<file path="src/design/assert_macros.svh">
// assertion helpers shared by the rtl files
// each macro expects a clk and an active-high rst in scope
`ifndef ASSERT_MACROS_SVH
`define ASSERT_MACROS_SVH

// property that must hold at every clock edge outside reset
`define ASSERT_ALWAYS(label, expr, msg) \
  label: assert property (@(posedge clk) disable iff (rst) (expr)) else $error(msg);

// consequence that must hold in the cycle after the trigger
`define ASSERT_NEXT(label, trig, cons, msg) \
  label: assert property (@(posedge clk) disable iff (rst) (trig) |=> (cons)) else $error(msg);

`endif

</file>
<file path="src/design/rdcs_pkg.sv">
// ----------------------------------------------------------------------------
// rdcs_pkg
// Types and codes shared by the deadline contest slave and its queue.
// ----------------------------------------------------------------------------
package rdcs_pkg;

  // fixed field widths of the request and response
  localparam int DL_W  = 48;
  localparam int TS_W  = 32;
  localparam int NC_W  = 16;
  localparam int POS_W = 16;
  localparam int WIN_W = 32;
  localparam int LVL_W = 5;

  // request opcodes
  localparam logic [1:0] OP_ENQUEUE = 2'd0;
  localparam logic [1:0] OP_FORWARD = 2'd1;
  localparam logic [1:0] OP_RETURN  = 2'd2;
  localparam logic [1:0] OP_NOP     = 2'd3;

  // frame routing codes
  localparam logic [1:0] ROUTE_FORWARD = 2'd0;
  localparam logic [1:0] ROUTE_LOCAL   = 2'd1;
  localparam logic [1:0] ROUTE_RETURN  = 2'd2;
  localparam logic [1:0] ROUTE_NONE    = 2'd3;

  typedef struct packed {
    logic [1:0]       opcode;
    logic [DL_W-1:0]  new_deadline;
    logic [DL_W-1:0]  frame_deadline;
    logic [TS_W-1:0]  frame_timestamp;
    logic [NC_W-1:0]  frame_node_count;
    logic [POS_W-1:0] frame_position;
    logic             frame_global;
  } req_t;

  typedef struct packed {
    logic [1:0]       route;
    logic [DL_W-1:0]  out_deadline;
    logic [NC_W-1:0]  out_node_count;
    logic [POS_W-1:0] out_position;
    logic             won;
    logic             enqueue_dropped;
    logic [WIN_W-1:0] wins_total;
    logic [LVL_W-1:0] queue_level;
  } rsp_t;

  // queue control from the contest logic
  typedef struct packed {
    logic push;
    logic pop;
  } fifo_ctl_t;

  // queue status back to the contest logic
  typedef struct packed {
    logic empty;
    logic full;
  } fifo_stat_t;

endpackage

</file>
<file path="src/design/ring_deadline_contest_slave.sv">
// ----------------------------------------------------------------------------
// ring_deadline_contest_slave
// Slave node of an earliest-deadline contest carried on a ring frame.
// ----------------------------------------------------------------------------
// The block takes one request per clock and returns one response per request
// in the following cycle through a response register; it stalls only while that
// register holds a response that the receiver is stalling. Each request is
// settled combinationally: the queue head compare, the frame field updates
// and the queue and win count updates all sit between the request port and
// the response register. The queue head is read from a RAM whose address is
// set by the read pointer that the previous request left, so a contest may
// follow an enqueue or a win in the very next cycle. No clearing pass is
// needed after reset.
// ----------------------------------------------------------------------------
module ring_deadline_contest_slave #(
  parameter int QUEUE_DEPTH   = 16,
  parameter int DEADLINE_BITS = 48
) (
  input  logic           clk,
  input  logic           rst,
  input  logic           req_valid,
  output logic           req_stall,
  input  rdcs_pkg::req_t req,
  output logic           rsp_valid,
  input  logic           rsp_stall,
  output rdcs_pkg::rsp_t rsp
);

  `include "assert_macros.svh"

  localparam int DlOut = rdcs_pkg::DL_W;
  localparam int DlW   = (DEADLINE_BITS < DlOut) ? DEADLINE_BITS : DlOut;
  localparam int CW    = $clog2(QUEUE_DEPTH + 1);
  localparam int LvlW  = rdcs_pkg::LVL_W;
  localparam int WinW  = rdcs_pkg::WIN_W;
  localparam int TsW   = rdcs_pkg::TS_W;
  localparam int PosW  = rdcs_pkg::POS_W;

  logic                 accept;
  logic                 contending, contending_next;
  logic [TsW-1:0]       held_timestamp, held_timestamp_next;
  logic [WinW-1:0]      win_counter, win_counter_next;
  rdcs_pkg::rsp_t       rsp_next;
  rdcs_pkg::fifo_ctl_t  fifo_ctl;
  rdcs_pkg::fifo_stat_t fifo_stat;
  logic [DlW-1:0]       head;
  logic [CW-1:0]        count;
  logic [CW-1:0]        level;
  logic [DlW-1:0]       nd, fd;
  logic [PosW-1:0]      pos_inc;
  logic                 ts_match;
  logic                 bid;
  logic                 win;

  // request handshake: stall only behind a held response
  assign req_stall = rsp_valid && rsp_stall;
  assign accept    = req_valid && !req_stall;

  assign nd      = req.new_deadline[DlW-1:0];
  assign fd      = req.frame_deadline[DlW-1:0];
  assign pos_inc = req.frame_position + 1'b1;

  // contest decisions
  assign ts_match = contending && (req.frame_timestamp == held_timestamp);
  assign bid = (req.opcode == rdcs_pkg::OP_FORWARD) && req.frame_global &&
               !contending && !fifo_stat.empty && ((fd == '0) || (fd > head));
  assign win = (req.opcode == rdcs_pkg::OP_RETURN) && ts_match &&
               !fifo_stat.empty && (fd == head);

  assign fifo_ctl.push = accept && (req.opcode == rdcs_pkg::OP_ENQUEUE) &&
                         !fifo_stat.full;
  assign fifo_ctl.pop  = accept && win;

  rdcs_fifo #(
    .Depth (QUEUE_DEPTH),
    .Width (DlW)
  ) u_fifo (
    .clk       (clk),
    .rst       (rst),
    .ctl       (fifo_ctl),
    .push_data (nd),
    .head      (head),
    .count     (count),
    .status    (fifo_stat)
  );

  // queue fill after this request
  always_comb begin
    level = count;
    if (fifo_ctl.push) begin
      level = count + 1'b1;
    end else if (fifo_ctl.pop) begin
      level = count - 1'b1;
    end
  end

  // node state updates
  always_comb begin
    contending_next     = contending;
    held_timestamp_next = held_timestamp;
    win_counter_next    = win_counter;
    if (accept) begin
      if (bid) begin
        contending_next     = 1'b1;
        held_timestamp_next = req.frame_timestamp;
      end
      if ((req.opcode == rdcs_pkg::OP_RETURN) && ts_match) begin
        contending_next = 1'b0;
      end
      if (win && (win_counter != '1)) begin
        win_counter_next = win_counter + 1'b1;
      end
    end
  end

  // response fields
  always_comb begin
    rsp_next                 = '0;
    rsp_next.route           = rdcs_pkg::ROUTE_NONE;
    rsp_next.wins_total      = win_counter_next;
    rsp_next.queue_level     = LvlW'(level);
    case (req.opcode)
      rdcs_pkg::OP_ENQUEUE: begin
        rsp_next.enqueue_dropped = fifo_stat.full;
      end
      rdcs_pkg::OP_FORWARD: begin
        rsp_next.out_node_count = req.frame_node_count + 1'b1;
        rsp_next.out_position   = pos_inc;
        rsp_next.out_deadline   = bid ? DlOut'(head) : DlOut'(fd);
        if (req.frame_global || (pos_inc == '0)) begin
          rsp_next.route = rdcs_pkg::ROUTE_LOCAL;
        end else begin
          rsp_next.route = rdcs_pkg::ROUTE_FORWARD;
        end
      end
      rdcs_pkg::OP_RETURN: begin
        rsp_next.route          = rdcs_pkg::ROUTE_RETURN;
        rsp_next.out_deadline   = DlOut'(fd);
        rsp_next.out_node_count = req.frame_node_count;
        rsp_next.out_position   = req.frame_position;
        rsp_next.won            = win;
      end
      default: begin
        rsp_next.route = rdcs_pkg::ROUTE_NONE;
      end
    endcase
  end

  // control registers
  always_ff @(posedge clk) begin
    if (rst) begin
      contending     <= 1'b0;
      held_timestamp <= '0;
      win_counter    <= '0;
      rsp_valid      <= 1'b0;
    end else begin
      contending     <= contending_next;
      held_timestamp <= held_timestamp_next;
      win_counter    <= win_counter_next;
      if (accept) begin
        rsp_valid <= 1'b1;
      end else if (!rsp_stall) begin
        rsp_valid <= 1'b0;
      end
    end
  end

  // response register
  always_ff @(posedge clk) begin
    if (accept) begin
      rsp <= rsp_next;
    end
  end

  // checks
  `ASSERT_ALWAYS(a_contend_nonempty, !contending || !fifo_stat.empty,
                 "contending with an empty queue")
  `ASSERT_NEXT(a_wins_mono, 1'b1, win_counter >= $past(win_counter),
               "win count went down")
  `ASSERT_NEXT(a_win_clears, fifo_ctl.pop, !contending && (rsp.won == 1'b1),
               "win left node contending or unreported")

endmodule

</file>
<file path="src/design/rdcs_ram.sv">
// ----------------------------------------------------------------------------
// rdcs_ram
// Simple dual-port RAM: one write port, one read port with registered data.
// ----------------------------------------------------------------------------
module rdcs_ram #(
  parameter int Width = 48,
  parameter int Depth = 16
) (
  input  logic                     clk,
  input  logic                     we,
  input  logic [$clog2(Depth)-1:0] waddr,
  input  logic [Width-1:0]         wdata,
  input  logic [$clog2(Depth)-1:0] raddr,
  output logic [Width-1:0]         rdata
);

  logic [Width-1:0] mem [Depth];

  // write port
  always_ff @(posedge clk) begin
    if (we) begin
      mem[waddr] <= wdata;
    end
  end

  // registered read, old data on a same-address write
  always_ff @(posedge clk) begin
    rdata <= mem[raddr];
  end

endmodule

</file>
<file path="src/design/rdcs_fifo.sv">
// ----------------------------------------------------------------------------
// rdcs_fifo
// Deadline queue. The head entry is prefetched from the RAM every cycle at
// the read pointer that the current update leaves, with a bypass for a push
// that lands on that entry, so the head is valid in the cycle after any update.
// ----------------------------------------------------------------------------
module rdcs_fifo #(
  parameter int Depth = 16,
  parameter int Width = 48
) (
  input  logic                       clk,
  input  logic                       rst,
  input  rdcs_pkg::fifo_ctl_t        ctl,
  input  logic [Width-1:0]           push_data,
  output logic [Width-1:0]           head,
  output logic [$clog2(Depth+1)-1:0] count,
  output rdcs_pkg::fifo_stat_t       status
);

  `include "assert_macros.svh"

  localparam int AW = $clog2(Depth);
  localparam int CW = $clog2(Depth + 1);

  logic [AW-1:0]    rd_ptr, rd_ptr_next;
  logic [AW-1:0]    wr_ptr, wr_ptr_next;
  logic [CW-1:0]    count_next;
  logic             byp_valid, byp_valid_next;
  logic [Width-1:0] byp_data;
  logic [Width-1:0] ram_rdata;

  // pointer and fill updates with wrap at the queue depth
  always_comb begin
    rd_ptr_next = rd_ptr;
    wr_ptr_next = wr_ptr;
    count_next  = count;
    if (ctl.pop) begin
      rd_ptr_next = (rd_ptr == AW'(Depth - 1)) ? '0 : rd_ptr + 1'b1;
      count_next  = count - 1'b1;
    end
    if (ctl.push) begin
      wr_ptr_next = (wr_ptr == AW'(Depth - 1)) ? '0 : wr_ptr + 1'b1;
      count_next  = count + 1'b1;
    end
    byp_valid_next = ctl.push && (wr_ptr == rd_ptr_next);
  end

  always_ff @(posedge clk) begin
    if (rst) begin
      rd_ptr    <= '0;
      wr_ptr    <= '0;
      count     <= '0;
      byp_valid <= 1'b0;
    end else begin
      rd_ptr    <= rd_ptr_next;
      wr_ptr    <= wr_ptr_next;
      count     <= count_next;
      byp_valid <= byp_valid_next;
    end
  end

  // bypass data for a push onto the entry being prefetched
  always_ff @(posedge clk) begin
    byp_data <= push_data;
  end

  rdcs_ram #(
    .Width (Width),
    .Depth (Depth)
  ) u_ram (
    .clk   (clk),
    .we    (ctl.push),
    .waddr (wr_ptr),
    .wdata (push_data),
    .raddr (rd_ptr_next),
    .rdata (ram_rdata)
  );

  assign head         = byp_valid ? byp_data : ram_rdata;
  assign status.empty = (count == '0);
  assign status.full  = (count == CW'(Depth));

  // checks
  `ASSERT_ALWAYS(a_count_bound, count <= CW'(Depth), "queue fill above depth")
  `ASSERT_ALWAYS(a_no_push_full, !(ctl.push && status.full), "push into full queue")
  `ASSERT_ALWAYS(a_no_pop_empty, !(ctl.pop && status.empty), "pop from empty queue")
  `ASSERT_NEXT(a_count_push, ctl.push && !ctl.pop, count == $past(count) + 1'b1,
               "fill did not follow push")

endmodule

</file>
<file path="config.mk">
export PLATFORM = sky130hd
export DESIGN_NAME = ring_deadline_contest_slave
export DESIGN_NICKNAME = d
export VERILOG_FILES = /design/src/design/rdcs_pkg.sv /design/src/design/ring_deadline_contest_slave.sv /design/src/design/rdcs_ram.sv /design/src/design/rdcs_fifo.sv
export VERILOG_INCLUDE_DIRS = /design/src /design/src/design
export SDC_FILE = /design/constraint.sdc
export NUM_CORES = 2
export LEC_CHECK = 0
export BUFFER_PORTS_ARGS = -buffer_cell sky130_fd_sc_hd__buf_2
export CAP_MARGIN = 30
export CORE_MARGIN = 10
export CORE_UTILIZATION = 40
export CTS_CLUSTER_SIZE = 14
export DETAILED_ROUTE_END_ITERATION = 8
export GPL_TIMING_DRIVEN = 0
export HOLD_SLACK_MARGIN = 0.15
export PLACE_DENSITY = 0.62
export SETUP_SLACK_MARGIN = 0.5
export SYNTH_ARGS = -nofsm -noshare
export SYNTH_HDL_FRONTEND = slang
export SYNTH_SLANG_ARGS = --single-unit
</file>
<file path="constraint.sdc">
create_clock -name clk -period 11.39 [get_ports clk]
set_clock_uncertainty 0.2 [all_clocks]
set_input_delay 0 -clock clk [delete_from_list [all_inputs] [get_ports clk]]
set_output_delay 0 -clock clk [all_outputs]
set_load 0.03 [all_outputs]
</file>
==> reports/results.txt <==
outcome: completed
total track usage: 21.7%
initial core utilization: 40.3%
Largest delay share family, worst path: buffers and inverters
worst vdd ir: 0.115 mV
Die ar.: 122000 um^2
first-pass GRT wire length: 199 mm
Async SR Flop Fraction: 0%
nets@finish: 4138
required time worst endpoint: 11760 ps
clock tree sinks: 1065
top-count cell post-synth: edfxtp_1
CTS tree: done
hold slack: 243 ps
CP Depth: 18
cell area after technology mapping: 43200 um^2
Synth cell types: 55
f_max: 0.126 GHz
Die H: 349 um
Total Wirelength: 137 mm
Layout Cells excl Fill: 5410
IO Count: 290
Leak: 0.0189 uW
# rows: 120
number of flops mapped to enable cells by yosys: 889
Synth Flop Type: edfxtp_1
Root Buffer: clkbuf_16
Worst Path Arrival: 8280 ps
CP Class: reg -> reg
Max-Cap Viols: 0
RSZ-0062 raised after global routing: no
area share of the largest cell type after synthesis: 61.8%
Slew Viols, Final: 0
via count: 30400
Warnings, synthesis: 0
endpoint class of the critical path: flop
vias per cell: 5.61
CP startpoint kind: flop
DRT Pass-1 Iters: 6
Tightest Hold Check Type: in -> reg
DR WL/cell: 25.2 um
part of the Yosys area used for sequential elements: 69.9%
Post-Synthesis Cells: 3086
Remaining DRCs: 0
Setup TNS: 0 ps
R2R cell count: 18
Hold Path Depth: 4
critical-path cell list: buf_1, buf_8, clkbuf_1, buf_16, mux2i_1, ha_1, nand4_1, nor4_1, and3_1, and3_1, nor2b_1, buf_2, mux2i_1, buf_2, buf_1, clkbuf_1, a311oi_1, or4_1
Synth Register Bits: 1065
H-tree depth: 3
largest area contributor in the netlist: edfxtp_1
Routed Antenna Nets: 0
CP max FO: 10
CTS buffer count: 105
placed cell count: 4817
crit path buf inv count: 8
CP peak stage delay: 860 ps
Tmin final: 7910 ps
clock transition at the registers of the reported paths: 60 ps
r2r setup slk: 3480 ps
Post-DP Area: 47200 um^2
Finished Cell Area: 54600 um^2
clk buf depth: 3
final setup fails: 0
largest net degree at the start of global routing: 66
initial antenna violation count: 10
core area: 107000 um^2
Worst Tran Pin Value: 1030 ps
Worst slew margin: 29.3%
Die W: 349 um
Fillers: 8954
cell area power density: 151 nW/um^2
Pwr Total: 8220 uW
crit path max-delay cell type: mux2i_1
Avg Inst Size Synth: 14.0 um^2
Hold Vio Cnt, Final: 0
Remaining Overflow, GRT: 0
Clock Latency Late Sink: 700 ps
layout cell share with drive strength beyond 1: 14.3%
1st-iter DRT viols: 3154
I/O Buffers: 285
top post-synthesis cells by area: edfxtp_1 62%, dfxtp_1 8.2%, a311oi_1 3.9%
post-synthesis net count: 3315
top post-synthesis cells by count: 889 x edfxtp_1, 431 x nand2_1, 193 x a211oi_1, 193 x nor3b_1, 192 x a311oi_1
RD Place Congestion: 0.897
Area growth syn-to-layout: 26.3%
final worst path period share: 69.4%
Post-DP HPWL: 93.9 mm
vias in the first global route: 30300
-- per-layer routing --
layer  global-route usage [%]  share of wire (%)  vias up
li1                         -                  -    13600
met1                     28.7                 41    15000
met2                     35.4                 47     1463
met3                     4.05                8.7      233
met4                     7.67                3.3        6
met5                        0              0.025        -
-- what timing repair did --
item / CTS / global route
endpoints found under the hold margin: 1038 / 0
hold buffers: 386 / 0
setup buffers: 0 / 0
gates resized for setup: 0 / 0
-- layout make-up --
class / count / area (um^2) / area share (%)
Timing Repair Buffer: 716 / 6000 / 11.0
Sequential cell: 1065 / 30200 / 55.4
Antenna cell: 5 / 12.5 / 0.0229
Inverter: 22 / 82.6 / 0.151
Clock inverter: 50 / 562 / 1.03
Buffer: 222 / 978 / 1.79
Multi-Input combinational cell: 1777 / 12100 / 22.1
Tap cell: 1403 / 1760 / 3.22
Clock buffer: 150 / 2910 / 5.33
-- cells in the final DEF, fill, tap and decap left out, types with 11 or more instances in the layout --
| cell | count |
|---|---|
| clkbuf_8 | 11 |
| nor4_1 | 21 |
| nand2_1 | 431 |
| a22oi_1 | 30 |
| a21o_1 | 20 |
| nor2_1 | 78 |
| nand3_1 | 30 |
| nor2_4 | 12 |
| buf_6 | 29 |
| a211oi_1 | 193 |
| o2bb2ai_1 | 47 |
| dlygate4sd3_1 | 386 |
| or4_1 | 50 |
| nor3_1 | 22 |
| a21oi_1 | 21 |
| buf_2 | 338 |
| buf_1 | 18 |
| nand4_1 | 30 |
| xnor2_1 | 58 |
| mux2i_1 | 81 |
| a311oi_1 | 192 |
| clkinv_2 | 15 |
| clkinv_1 | 15 |
| buf_12 | 12 |
| edfxtp_1 | 889 |
| ha_1 | 62 |
| xor2_1 | 37 |
| nor3b_1 | 193 |
| inv_1 | 22 |
| and3_1 | 25 |
| dfxtp_1 | 176 |
| clkbuf_1 | 173 |
| nor2b_1 | 76 |
| clkbuf_16 | 105 |
-- state kept, by name, indices dropped and copies added (netlist names) --
register,count
contending,1
u_fifo.u_ram.rdata,48
win_counter,32
rsp_valid,1
rsp,121
u_fifo.byp_data,48
held_timestamp,32
u_fifo.rd_ptr,4
u_fifo.u_ram.mem,768
u_fifo.wr_ptr,4
u_fifo.count,5
u_fifo.byp_valid,1
-- worst register-to-register path, stage by stage (launching register included) --
cell and delay, ps:
dfxtp_1 390, buf_1 430, buf_8 240, clkbuf_1 500, buf_16 220, mux2i_1 870, ha_1 260, nand4_1 280
nor4_1 350, and3_1 340, and3_1 210, nor2b_1 120, buf_2 220, mux2i_1 440, buf_2 450, buf_1 760
clkbuf_1 760, a311oi_1 210, or4_1 530
-- through the flow --
step	utilization (%)	setup slack, ps
after global placement	43.3	-2620
after global routing	50.9	3370
after CTS	50.9	3540
after floorplan	-	2100
final	50.9	3480
after detailed placement	44.0	3570
-- where the power goes --
group          leakage, uW  switching, uW  internal (uW)  total (uW)
registers          0.00957           15.8           4270        4290
logic              0.00766            278            183         461
clock network      0.00167           1520           1950        3470
-- path summary, 6_finish.rpt --
path,start,end
min,req_valid,rsp[38]
min reg2reg,held_timestamp[29],held_timestamp[29]
max reg2reg,u_fifo.byp_valid,u_fifo.u_ram.rdata[46]
max,u_fifo.byp_valid,u_fifo.u_ram.rdata[46]
-- kinds of logic after synthesis --
family	count (synthesis)	synth area share, %
compound gates	537	9.88
xor+xnor	95	1.93
fa+ha+maj	62	1.79
buf+inv	244	2.45
flops	1065	69.9
mux	87	2.03
simple gates	996	12.0
No activity file was read; power rests on OpenSTA's default activity.
